## src/rtl/knm_pkg.sv

```systemverilog
`timescale 1ns / 1ps
// ----------------------------------------------------------------------------
// knm_pkg
// Shared constants and types of the k-nearest descriptor matcher.
// ----------------------------------------------------------------------------
package knm_pkg;
    localparam int MAX_REFERENCES = 1024;
    localparam int MAX_NEAR       = 8;
    localparam int REF_AW         = $clog2(MAX_REFERENCES);
    localparam int REF_CW         = $clog2(MAX_REFERENCES + 1);
    localparam int SLOT_AW        = (MAX_NEAR > 1) ? $clog2(MAX_NEAR) : 1;
    localparam int SLOT_CW        = $clog2(MAX_NEAR + 1);
    localparam int DIST_W         = 20;
    localparam int IDX_W          = 10;
    localparam int CFG_AW         = 1;
    localparam int CFG_DW         = 20;

    localparam logic [CFG_AW-1:0] CFG_DIST_LIMIT = 1'd0;
    localparam logic [CFG_AW-1:0] CFG_NUM_NEAR   = 1'd1;
    localparam logic [DIST_W-1:0] RST_DIST_LIMIT = 20'd40000;
    localparam logic [3:0]        RST_NUM_NEAR   = 4'd5;

    localparam logic OP_LOAD  = 1'b0;
    localparam logic OP_QUERY = 1'b1;

    typedef struct packed {
        logic        operation;
        logic        restart_set;
        logic [63:0] descriptor_low;
        logic [63:0] descriptor_high;
    } t_in_item;

    typedef struct packed {
        logic              match_valid;
        logic [IDX_W-1:0]  reference_index;
        logic [DIST_W-1:0] match_distance;
        logic              last;
    } t_out_item;

    // Squared distance of two 8-byte words (max 8*65025, 19 bits).
    function automatic logic [18:0] word_dist(input logic [63:0] a, input logic [63:0] b);
        logic [18:0] s;
        logic signed [8:0] d;
        s = '0;
        for (int k = 0; k < 8; k++) begin
            d = $signed({1'b0, a[8*k +: 8]}) - $signed({1'b0, b[8*k +: 8]});
            s = s + 19'(d * d);
        end
        return s;
    endfunction
endpackage

```

## src/rtl/knm_front.sv

```systemverilog
`timescale 1ns / 1ps
// ----------------------------------------------------------------------------
// knm_front
// Accepts items into a two-entry queue; the back end pops them.
// ----------------------------------------------------------------------------
module knm_front import knm_pkg::*; (
    input  logic     i_clk,
    input  logic     i_rst_n,
    input  logic     i_valid,
    output logic     o_ready,
    input  t_in_item i_item,
    output logic     o_valid,
    input  logic     i_pop,
    output t_in_item o_item
);
    t_in_item   r_q [2];
    logic       r_wp, r_rp;
    logic [1:0] r_cnt;
    logic       push, pop;

    assign o_ready = (r_cnt != 2'd2);
    assign push    = i_valid && o_ready;
    assign o_valid = (r_cnt != 2'd0);
    assign pop     = i_pop && o_valid;
    assign o_item  = r_q[r_rp];

    always_ff @(posedge i_clk) begin
        if (push) begin
            r_q[r_wp] <= i_item;
        end
        if (!i_rst_n) begin
            r_wp  <= 1'b0;
            r_rp  <= 1'b0;
            r_cnt <= 2'd0;
        end else begin
            if (push) r_wp <= ~r_wp;
            if (pop)  r_rp <= ~r_rp;
            r_cnt <= r_cnt + 2'(push) - 2'(pop);
        end
    end
endmodule

```

## config.mk

```make
export PLATFORM = sky130hd
export DESIGN_NAME = knm_front
export DESIGN_NICKNAME = d
export VERILOG_FILES = /design/src/rtl/knm_pkg.sv /design/src/rtl/knm_front.sv
export SDC_FILE = /design/constraint.sdc
export NUM_CORES = 1
export LEC_CHECK = 0
export BUFFER_PORTS_ARGS = -buffer_cell sky130_fd_sc_hd__buf_2
export CORE_ASPECT_RATIO = 1.4
export CORE_UTILIZATION = 52
export CTS_CLUSTER_SIZE = 14
export DETAILED_ROUTE_END_ITERATION = 10
export PLACE_DENSITY = 0.79
export SYNTH_ARGS = -nofsm -noshare
export SYNTH_HDL_FRONTEND = slang
export SYNTH_SLANG_ARGS = --single-unit
```

## constraint.sdc

```tcl
create_clock -name i_clk -period 8.08 [get_ports i_clk]
set_input_delay 1.212 -clock i_clk [delete_from_list [all_inputs] [get_ports i_clk]]
set_output_delay 1.212 -clock i_clk [all_outputs]
set_load 0.01 [all_outputs]
```

# Word level (Yosys, flattened, before mapping)
# Memory sizes are Yosys's and may differ from the RTL's. A register that Yosys moved wholly into a read port is not among the register bits.
# Index checks and enable logic that the tools add are counted.
[op_classes]
addsub = 2
n_eq_ne = 1
n_mux = 4
bitwise_logic = 2
n_reduce_logical = 3
[op_table]
columns = ["operator", "n"]
rows = [
  ["2-to-1 mux 1 bit", 4],
  ["adder 2 x 1 -> 2 bit", 1],
  ["logical AND 1 bit", 2],
  ["inequality test 2 bit (second input constant)", 1],
  ["NOT 1 bit", 2],
  ["nonzero test 2 bit", 1],
  ["subtractor 2 x 1 -> 2 bit", 1],
]
[totals]
register_bits = 4
ramBits = 260
in_bits = 134
out_inout_bits = 132
word_cells = 16
mem_count = 1
[mem_list]
columns = ["name", "depth", "width", "rd", "rd_ports_with_merged_regs", "write_ports", "line_no", "source"]
rows = [
  ["r_q", 2, 130, 1, 1, 1, "knm_front.sv:16", "t_in_item r_q [2];"],
]

# Depth between registers and ports, before layout
# Gate-level depths: netlist (run 1).
[depth]
ltp_word = 4
depth_mapped = 8
depth_no_buf = 8

# Worst setup path after synthesis (run 1)
# No wires, ideal clock.
[synth_path]
path_type = "input to register"
startpoint = "input i_valid"
endpoint = "memory r_q[0][0] (netlist name), enable pin"
setup_time_ns = 0.621
arrival_ns = 6.709
required_ns = 7.459
slack_ns = 0.750
stages = 2
n_path_buf = 0
cell_sequence = "nand2_1 -> nor2_1"
[synth_via]
elab_chain_cells = 3
[synth_lines]
columns = ["element", "line_no", "source"]
rows = [
  ["start: declaration", "knm_front.sv:9", "input logic i_valid,"],
  ["logical AND 1 bit", "knm_front.sv:22", "assign push = i_valid && o_ready;"],
  ["2-to-1 mux 1 bit", "knm_front.sv:28", "if (push) begin"],
  ["2-to-1 mux 1 bit (implied by the code)", "knm_front.sv:29", "r_q[r_wp] <= i_item;"],
  ["end: declaration", "knm_front.sv:16", ""],
]
# No other way between the ends.

==> impl_metrics.json, run 1 <==
{
  "hpwl_um": 12030,
  "synth_adder_area_share_pct": 0.2596,
  "setup-tns-final_ps": 0,
  "synth.yosys.seq_area_share_pct": 82.02,
  "path_clk_slew_ps": 60,
  "slew_viol_final": 0,
  "area_growth_pct": 23.93,
  "first_iter_violations": 248,
  "yosys.area_share.simple_pct": 0.6360,
  "synth_xor_area_share_pct": 0.2726,
  "die_w_um": 117.1,
  "ir_drop_mv": 0.2150,
  "rows": 58,
  "post_dp_cell_area_um2": 11180,
  "syn_area_um2": 9640,
  "yosysMostFrequentCell": "edfxtp_1",
  "nets": 845,
  "postSynthCellCount": 428,
  "cts_root_buffer": "clkbuf_16",
  "ys.flop_type": "edfxtp_1",
  "ys_seq_elements": 265,
  "vias_per_cell": 5.081,
  "floorplan.initialDensity_pct": 53.35,
  "cts.path.max_buffers": 3,
  "wl_um": 17890,
  "die_area_um2": 19100,
  "worstHoldPathCells": 2,
  "crit_path_start_kind": "flop",
  "fin_cells": 967,
  "synth_top_cell_area_share_pct": 80.99,
  "fin_crit_ps": 4060,
  "async_reset_ff_share_pct": 0,
  "worst_slew_pin_slew_ps": 1208,
  "clock_latency_ps": 500,
  "grt_pass1_vias": 5271,
  "drive_gt1_share_pct": 60.08,
  "max_clock_freq_ghz": 0.2463,
  "grt_max_degree": 89,
  "swShare_pct": 25.50,
  "dr_total_vias": 4913,
  "ctsHoldBuffers": 0,
  "place_congestion": 0.7815,
  "synth_warnings": 0,
  "synthMuxAreaShare_pct": 15.29,
  "finalInstanceArea_um2": 11950,
  "drc": 0,
  "internal_power_mw": 2.759,
  "synth_common_cells": "260 x edfxtp_1, 130 x mux2_2, 10 x buf_6, 5 x dfxtp_1",
  "rsz0062_at_grt": "false",
  "antenna_found_initial": 3,
  "rr_endpoint": "r_q[1][41]$_DFFE_PP_",
  "skew_ps": 6.843,
  "io_buffers": 265,
  "cts_resized": 0,
  "dp.cells": 923,
  "htreeDepth": 1,
  "fin_util_pct": 66.12,
  "synth_compound_area_share_pct": 0.07787,
  "post_cts_buffers": 0,
  "place_ws_ps": 4534,
  "drt_pass1_iterations": 4,
  "numCtsBuffers": 24,
  "setup_slack_ps": 4020,
  "hold_viol": 0,
  "seqPwrFrac_pct": 48.6,
  "synth_top_family_by_area": "multiplexers",
  "hold_ws_ps": 514.7,
  "p_leak_nw": 4.446,
  "switchingPower_mw": 0.9441,
  "n_fill_cell": 1233,
  "overflow": 0,
  "finalCritPeriodShare_pct": 50.25,
  "core_area_um2": 18070,
  "cap_violations": 0,
  "worst_ep_arrival_time_ps": 2850,
  "setup_viol": 0,
  "maxSlewHeadroom_pct": 19.48,
  "total_power_mw": 3.703,
  "whs_endpoint": "r_wp$_SDFFE_PN0N_",
  "clockPowerShare_pct": 29.5,
  "combPwrFrac_pct": 21.9,
  "synth_edf_count": 260,
  "status": "finished, final reports clean",
  "synthDistinctLibCells": 18,
  "post_drt_wl_per_cell_um": 18.50,
  "r2r_start": "r_cnt[0]$_SDFF_PN0_",
  "ff2ff_path_depth": 3,
  "ant_nets": 0,
  "die_y_um": 163.1,
  "criticalPathCategory": "flop to output port",
  "avgSynthCellArea_um2": 22.52,
  "yosys-top-cells-area": "edfxtp_1 81%, mux2_2 15%, buf_6 1.2%, dfxtp_1 1.0%, xnor2_1 0.27%",
  "path_max_fanout": 88,
  "hp-class": "flop to flop",
  "clock-sinks": 265,
  "power_density_nw_per_um2": 309.9,
  "hp-start": "r_wp$_SDFFE_PN0N_",
  "synth_top_cell_by_area": "edfxtp_1",
  "critPathCaptureType": "output port",
  "syn-num-nets": 564,
  "required_ps": 6870,
  "grt_usage_pct": 18.30,
  "ioPinCount": 266,
  "grt_pass1_wl_um": 26280,
  "cts_tree": "built",
  "rrSetupSlack_ps": 5490
}
==> area by class of cell <==
cell class	instances	area, µm²	share of cell area, %
diodes	3	7.507	0.06283
clock buffers	35	683.2	5.718
clock inverters	6	78.83	0.6598
inverters	1	3.754	0.03142
multi-input cells	148	1607	13.45
flip-flops and latches	265	7911	66.22
well taps	240	300.3	2.513
repair buffers	269	1356	11.35
==> sequential cells by signal, summed over array words and instances (netlist names), named ones only <==
register	cells
r_cnt	2
r_q	260
r_rp	1
r_wp	1
==> routing by layer <==
layer	vias to the layer above	routed length, µm	global-route usage, %
met5	-	0	0
met4	0	816	9.551
met3	57	1351	4.824
met2	208	9688	33.41
met1	2387	6037	18.80
li1	2261	-	-
==> power groups by stage <==
stage	combinational, mW	clock [mW]	sequential [mW]
floorplan	0.557	0	1.82
global placement	0.806	0	1.82
detailed placement	0.821	0	1.83
CTS	0.825	1.12	1.80
global route	0.879	1.17	1.82
finish	0.812	1.09	1.80
==> logic make-up (layout without fill, tap and decap cells) <==
group           after synthesis  count (layout)
buf+inv                      15             311
xor+xnor                      3               3
flops                       265             265
simple gates                 11              11
fa+ha+maj                     2               2
compound gates                1               1
mux                         131             131
other cells                   0               3
==> worst max-delay path: stages (launching register included) <==
cell and delay, ps:
dfxtp_4 700, buf_4 910, mux2_2 450, buf_2 150
==> cells in the final DEF, fill, tap and decap left out, types with 3 or more instances in the layout <==
master,n
buf_2,265
buf_4,4
clkbuf_1,8
clkbuf_16,25
clkinv_2,3
dfxtp_1,4
diode_2,3
edfxtp_1,260
mux2_2,130
xnor2_1,3
==> how the worst max path moves through the flow <==
stage                                      to  slack [ps]  cells past startpoint
final                              o_item[40]        4020                      3
after global routing               o_item[77]        3830                      3
after CTS                          o_item[40]        3990                      3
after detailed placement           o_item[40]        4530                      3
after global placement             o_item[40]        4570                      3
after floorplan           r_q[0][0]$_DFFE_PP_         750                      2
No activity file was read; power rests on OpenSTA's default activity.
==> run 2: changes to the inputs <==
Clock period 8.08 ns to 4.2 ns, I/O delays scaled along.
==> run 2 against run 1 <==
Effect of this change: clock-buffer cell count is 2 lower; design area is essentially flat; largest power group unchanged; clock skew is 1.0 ps lower; sequential cell count did not move; clock power up 85%; sequential share of layout area is essentially flat.
==> impl_metrics.json, run 2 (synthesized netlist as in run 1, its figures left out) <==
{
  "post_drt_wl_per_cell_um": 18.91,
  "worst_slew_pin_slew_ps": 879.1,
  "ff2ff_path_depth": 4,
  "critPathCaptureType": "output port",
  "hp-class": "primary input to flop",
  "p_leak_nw": 4.444,
  "ant_nets": 0,
  "ioPinCount": 266,
  "mostFrequentLayoutCells": "265 x buf_2, 260 x edfxtp_1, 130 x mux2_2",
  "top_register": "r_q",
  "path_clk_slew_ps": 60,
  "core_area_um2": 18070,
  "drc": 0,
  "nets": 847,
  "required_ps": 3570,
  "numCtsBuffers": 24,
  "die_y_um": 163.1,
  "hold_viol": 0,
  "vias_per_cell": 5.138,
  "die_w_um": 117.1,
  "reg.largest.list": "r_q x260, r_cnt x2",
  "status": "finished, final reports clean",
  "rrSetupSlack_ps": 2290,
  "skew_ps": 5.816,
  "cap_violations": 0,
  "antenna_found_initial": 4,
  "wl_um": 18330,
  "maxSlewHeadroom_pct": 41.39,
  "setup-tns-final_ps": 0,
  "cts.path.max_buffers": 3,
  "criticalPathCategory": "flop to output port",
  "drive_gt1_share_pct": 60.28,
  "ctsHoldBuffers": 0,
  "crit_path_start_kind": "flop",
  "clock-sinks": 265,
  "rows": 58,
  "slew_viol_final": 0,
  "htreeDepth": 1,
  "fin_cells": 969,
  "fin_crit_ps": 2969,
  "overflow": 0,
  "r2r_start": "r_cnt[0]$_SDFF_PN0_",
  "n_fill_cell": 1216,
  "crit_slowest_cell": "dfxtp_4",
  "die_area_um2": 19100,
  "hp-start": "i_item[14]",
  "whs_endpoint": "r_q[0][14]$_DFFE_PP_",
  "worst_ep_arrival_time_ps": 2340,
  "final_common_cell": "buf_2",
  "cpPeakStageDelay_ps": 890,
  "floorplan.initialDensity_pct": 53.35,
  "ir_drop_mv": 0.4169,
  "post_cts_buffers": 0,
  "cts_tree": "built",
  "first_iter_violations": 285,
  "dp.cells": 925,
  "worstHoldPathCells": 1,
  "largest_reg_flops": 260,
  "area_growth_pct": 24.01,
  "clock_latency_ps": 500,
  "crit_chain": "buf_4 > mux2_2 > buf_2",
  "io_buffers": 265,
  "cts_root_buffer": "clkbuf_16",
  "power_density_nw_per_um2": 591.1,
  "dr_total_vias": 4979,
  "max_clock_freq_ghz": 0.3368,
  "path_max_fanout": 60,
  "drt_pass1_iterations": 4,
  "grt_pass1_wl_um": 26380,
  "place_congestion": 0.7599,
  "setup_viol": 0,
  "hpwl_um": 12540,
  "grt_usage_pct": 18.50,
  "finalCritPeriodShare_pct": 70.70,
  "rsz0062_at_grt": "false",
  "grt_pass1_vias": 5218,
  "total_power_mw": 7.067,
  "rr_endpoint": "r_q[0][118]$_DFFE_PP_",
  "cts_resized": 0,
  "grt_max_degree": 66
}
## run 2: cell types whose count changed in the layout (fill, tap and decap cells not counted), sizes merged
cell / previous run / this run
buf: 269 / 271
clkinvlp: 0 / 1
diode: 3 / 4
clkbuf: 35 / 33
clkinv: 4 / 5
bufinv: 2 / 1
## run 2: area by class of cell
cell class                 instances  area (µm²)  area share [%]
antenna                            4       10.01         0.08373
clock buffer                      33       665.6           5.568
clock inverter                     7       61.31          0.5128
inverter                           1       3.754         0.03140
multi-input combinational        148        1607           13.44
sequential                       265        7911           66.17
tap                              240       300.3           2.512
timing repair buffer             271        1396           11.68
## run 2: report_power, final
part           total [mW]  internal, mW  switching, mW
clock                2.02          1.16          0.856
combinational        1.56         0.749          0.811
sequential           3.49          3.33          0.162
## run 2: metal layers
| metal | global-route usage [%] | share of wire [%] | wire length [µm] | vias up |
|---|---|---|---|---|
| met1 | 19.68 | 34 | 6307 | 2438 |
| li1 | - | - | - | 2268 |
| met4 | 10.76 | 5.8 | 1058 | 0 |
| met3 | 3.673 | 6.0 | 1106 | 67 |
| met2 | 33.46 | 54 | 9855 | 206 |
| met5 | 0 | 0 | 0 | - |
## run 2: critical path, delay by kind of cell (launching register included)
family / cells / cell delay [ps]
DFF: 1 / 890
buffers and inverters: 2 / 520
muxes: 1 / 380
## run 2: how the worst max path moves through the flow
stage                 start                   to  slack, ps  cells after the start
floorplan           i_valid  r_q[1][0]$_DFFE_PP_         20                      1
global placement       flop           o_item[63]       1780                      3
detailed placement     flop           o_item[49]       1710                      3
CTS                    flop           o_item[49]       1170                      3
global route           flop           o_item[30]       1100                      3
finish                 flop          o_item[109]       1230                      3
## run 2: stage by stage
step	setup slack [ps]	instance area (µm²)	util, %	hold WS, ps
final	1231	11960	66.16	313.6
after global routing	1103	11960	66.16	290.0
after CTS	1171	11950	66.11	292.9
after detailed placement	1707	11220	62.08	528.0
after global placement	1775	11220	62.08	510.2
after floorplan	22.80	9648	-	488.3
==> run 3: changes to the inputs <==
Settings changed: CORE_UTILIZATION 52 to 47, PLACE_DENSITY 0.79 to 0.76.
Clock period 4.2 ns to 2.45 ns, I/O delays scaled along.
==> run 3 against run 2 <==
Effect of this change: total power increased by 72%; critical path depth did not move; die area is 10% higher; via count shrank 1.0%; clock skew up 10 ps; core utilization is 6.0 points lower; worst hold slack worse by 260 ps; wire length is 5.8% lower; setup slack got worse by 960 ps; register-to-register slack worse by 1600 ps; design area is 0.65% higher; largest cell class unchanged.
==> impl_metrics.json, run 3 (synthesized netlist as in run 1, its figures left out) <==
{
  "post_cts_buffers": 0,
  "wl_met1_um": 5977,
  "setup-tns-final_ps": 0,
  "die_w_um": 123.0,
  "setup_viol": 0,
  "ctsHoldBuffers": 0,
  "wl_met2_um": 9419,
  "power_density_nw_per_um2": 1008,
  "hpwl_um": 11480,
  "maxSlewHeadroom_pct": 68.92,
  "critPathCaptureType": "output port",
  "die_area_um2": 21100,
  "required_ps": 2080,
  "die_y_um": 171.5,
  "floorplan.initialDensity_pct": 48.21,
  "place_ws_ps": 731.2,
  "first_iter_violations": 248,
  "area_growth_pct": 24.82,
  "rsz0062_at_grt": "false",
  "io_buffers": 265,
  "overflow": 0,
  "grt_pass1_wl_um": 25240,
  "grt_pass1_vias": 5213,
  "rows": 61,
  "max_clock_freq_ghz": 0.4591,
  "drc": 0,
  "ant_nets": 0,
  "place_congestion": 0.7109,
  "p_leak_nw": 4.469,
  "slew_viol_final": 0,
  "dr_total_vias": 4929,
  "nets": 848,
  "worst_ep_arrival_time_ps": 1810,
  "wl_met3_um": 1348,
  "post_drt_wl_per_cell_um": 17.62,
  "grt_usage_pct": 15.62,
  "cts_root_buffer": "clkbuf_16",
  "reg.largest.list": "r_q x260, r_cnt x2",
  "vias_per_cell": 5.030,
  "post_dp_cell_area_um2": 11300,
  "finalCritPeriodShare_pct": 88.90,
  "core_area_um2": 20000,
  "final_common_cell": "buf_2",
  "antenna_found_initial": 2,
  "hp-class": "primary input to flop",
  "status": "finished, final reports clean",
  "skew_ps": 15.83,
  "hold_ws_ps": 50.52,
  "cap_violations": 0,
  "path_clk_slew_ps": 60,
  "worst_slew_pin_slew_ps": 465.1,
  "mostFrequentLayoutCells": "265 x buf_2, 260 x edfxtp_1, 130 x mux2_2",
  "fin_crit_ps": 2178,
  "fin_util_pct": 60.17,
  "clock-sinks": 265,
  "largest_reg_flops": 260,
  "cts_tree": "built",
  "top_register": "r_q",
  "ir_drop_mv": 0.6808,
  "cts_resized": 0,
  "hold_viol": 0,
  "clock_latency_ps": 500,
  "path_max_fanout": 72,
  "drt_pass1_iterations": 4,
  "numCtsBuffers": 25,
  "criticalPathCategory": "flop to output port",
  "htreeDepth": 1,
  "drive_gt1_share_pct": 60.74,
  "top_layer_used": "met4",
  "ioPinCount": 266,
  "finalInstanceArea_um2": 12030,
  "setup_slack_ps": 271.9,
  "cts.path.max_buffers": 3,
  "crit_path_start_kind": "flop",
  "grt_max_degree": 73,
  "wl_um": 17270
}
==> run 3: cell types whose count changed in the layout (fill, tap and decap cells not counted), moves of 2 or more <==
cell / before / now
buf_12: 2 / 6
buf_4: 4 / 0
clkbuf_1: 7 / 5
clkinv_1: 1 / 3
diode_2: 4 / 2
==> run 3: per-layer routing <==
layer	vias to the layer above	track usage [%]
met5	-	0
met4	0	6.967
met3	34	3.747
met2	204	29.46
met1	2423	16.05
li1	2268	-
==> run 3: power breakdown <==
part / switching (mW) / internal [mW]
clock network: 1.47 / 1.97
registers: 0.146 / 5.69
logic: 1.51 / 1.33
==> run 3: worst max-delay path: stages (launching register included) <==
cell     delay [ps]
dfxtp_4         370
buf_12          310
mux2_2          400
buf_2           140
==> run 3: metrics by stage <==
stage | total power [mW] | cells
4_1_cts | 12.29 | 978
2_1_floorplan | 7.770 | 428
6_report | 12.13 | 980
3_5_place_dp | 8.819 | 937
3_3_place_gp | 8.717 | 937
5_1_grt | 12.65 | 980
==> run 3: final timing paths <==
check                 startpoint                   end  slack [ps]  cells past startpoint
min reg2reg    r_wp$_SDFFE_PN0N_     r_wp$_SDFFE_PN0N_         540                      2
max                         flop            o_item[31]         270                      3
min                    i_item[6]   r_q[1][6]$_DFFE_PP_          50                      1
max reg2reg  r_cnt[0]$_SDFF_PN0_  r_q[0][33]$_DFFE_PP_         720                      4
==> run 3: area by class of cell <==
type	count	area, µm²
tap	252	315.3
clock inverter	11	83.83
sequential	265	7913
clock buffer	30	644.4
multi-input combinational	148	1622
inverter	1	3.754
fill	1482	7964
antenna	2	5.005
timing repair buffer	271	1446
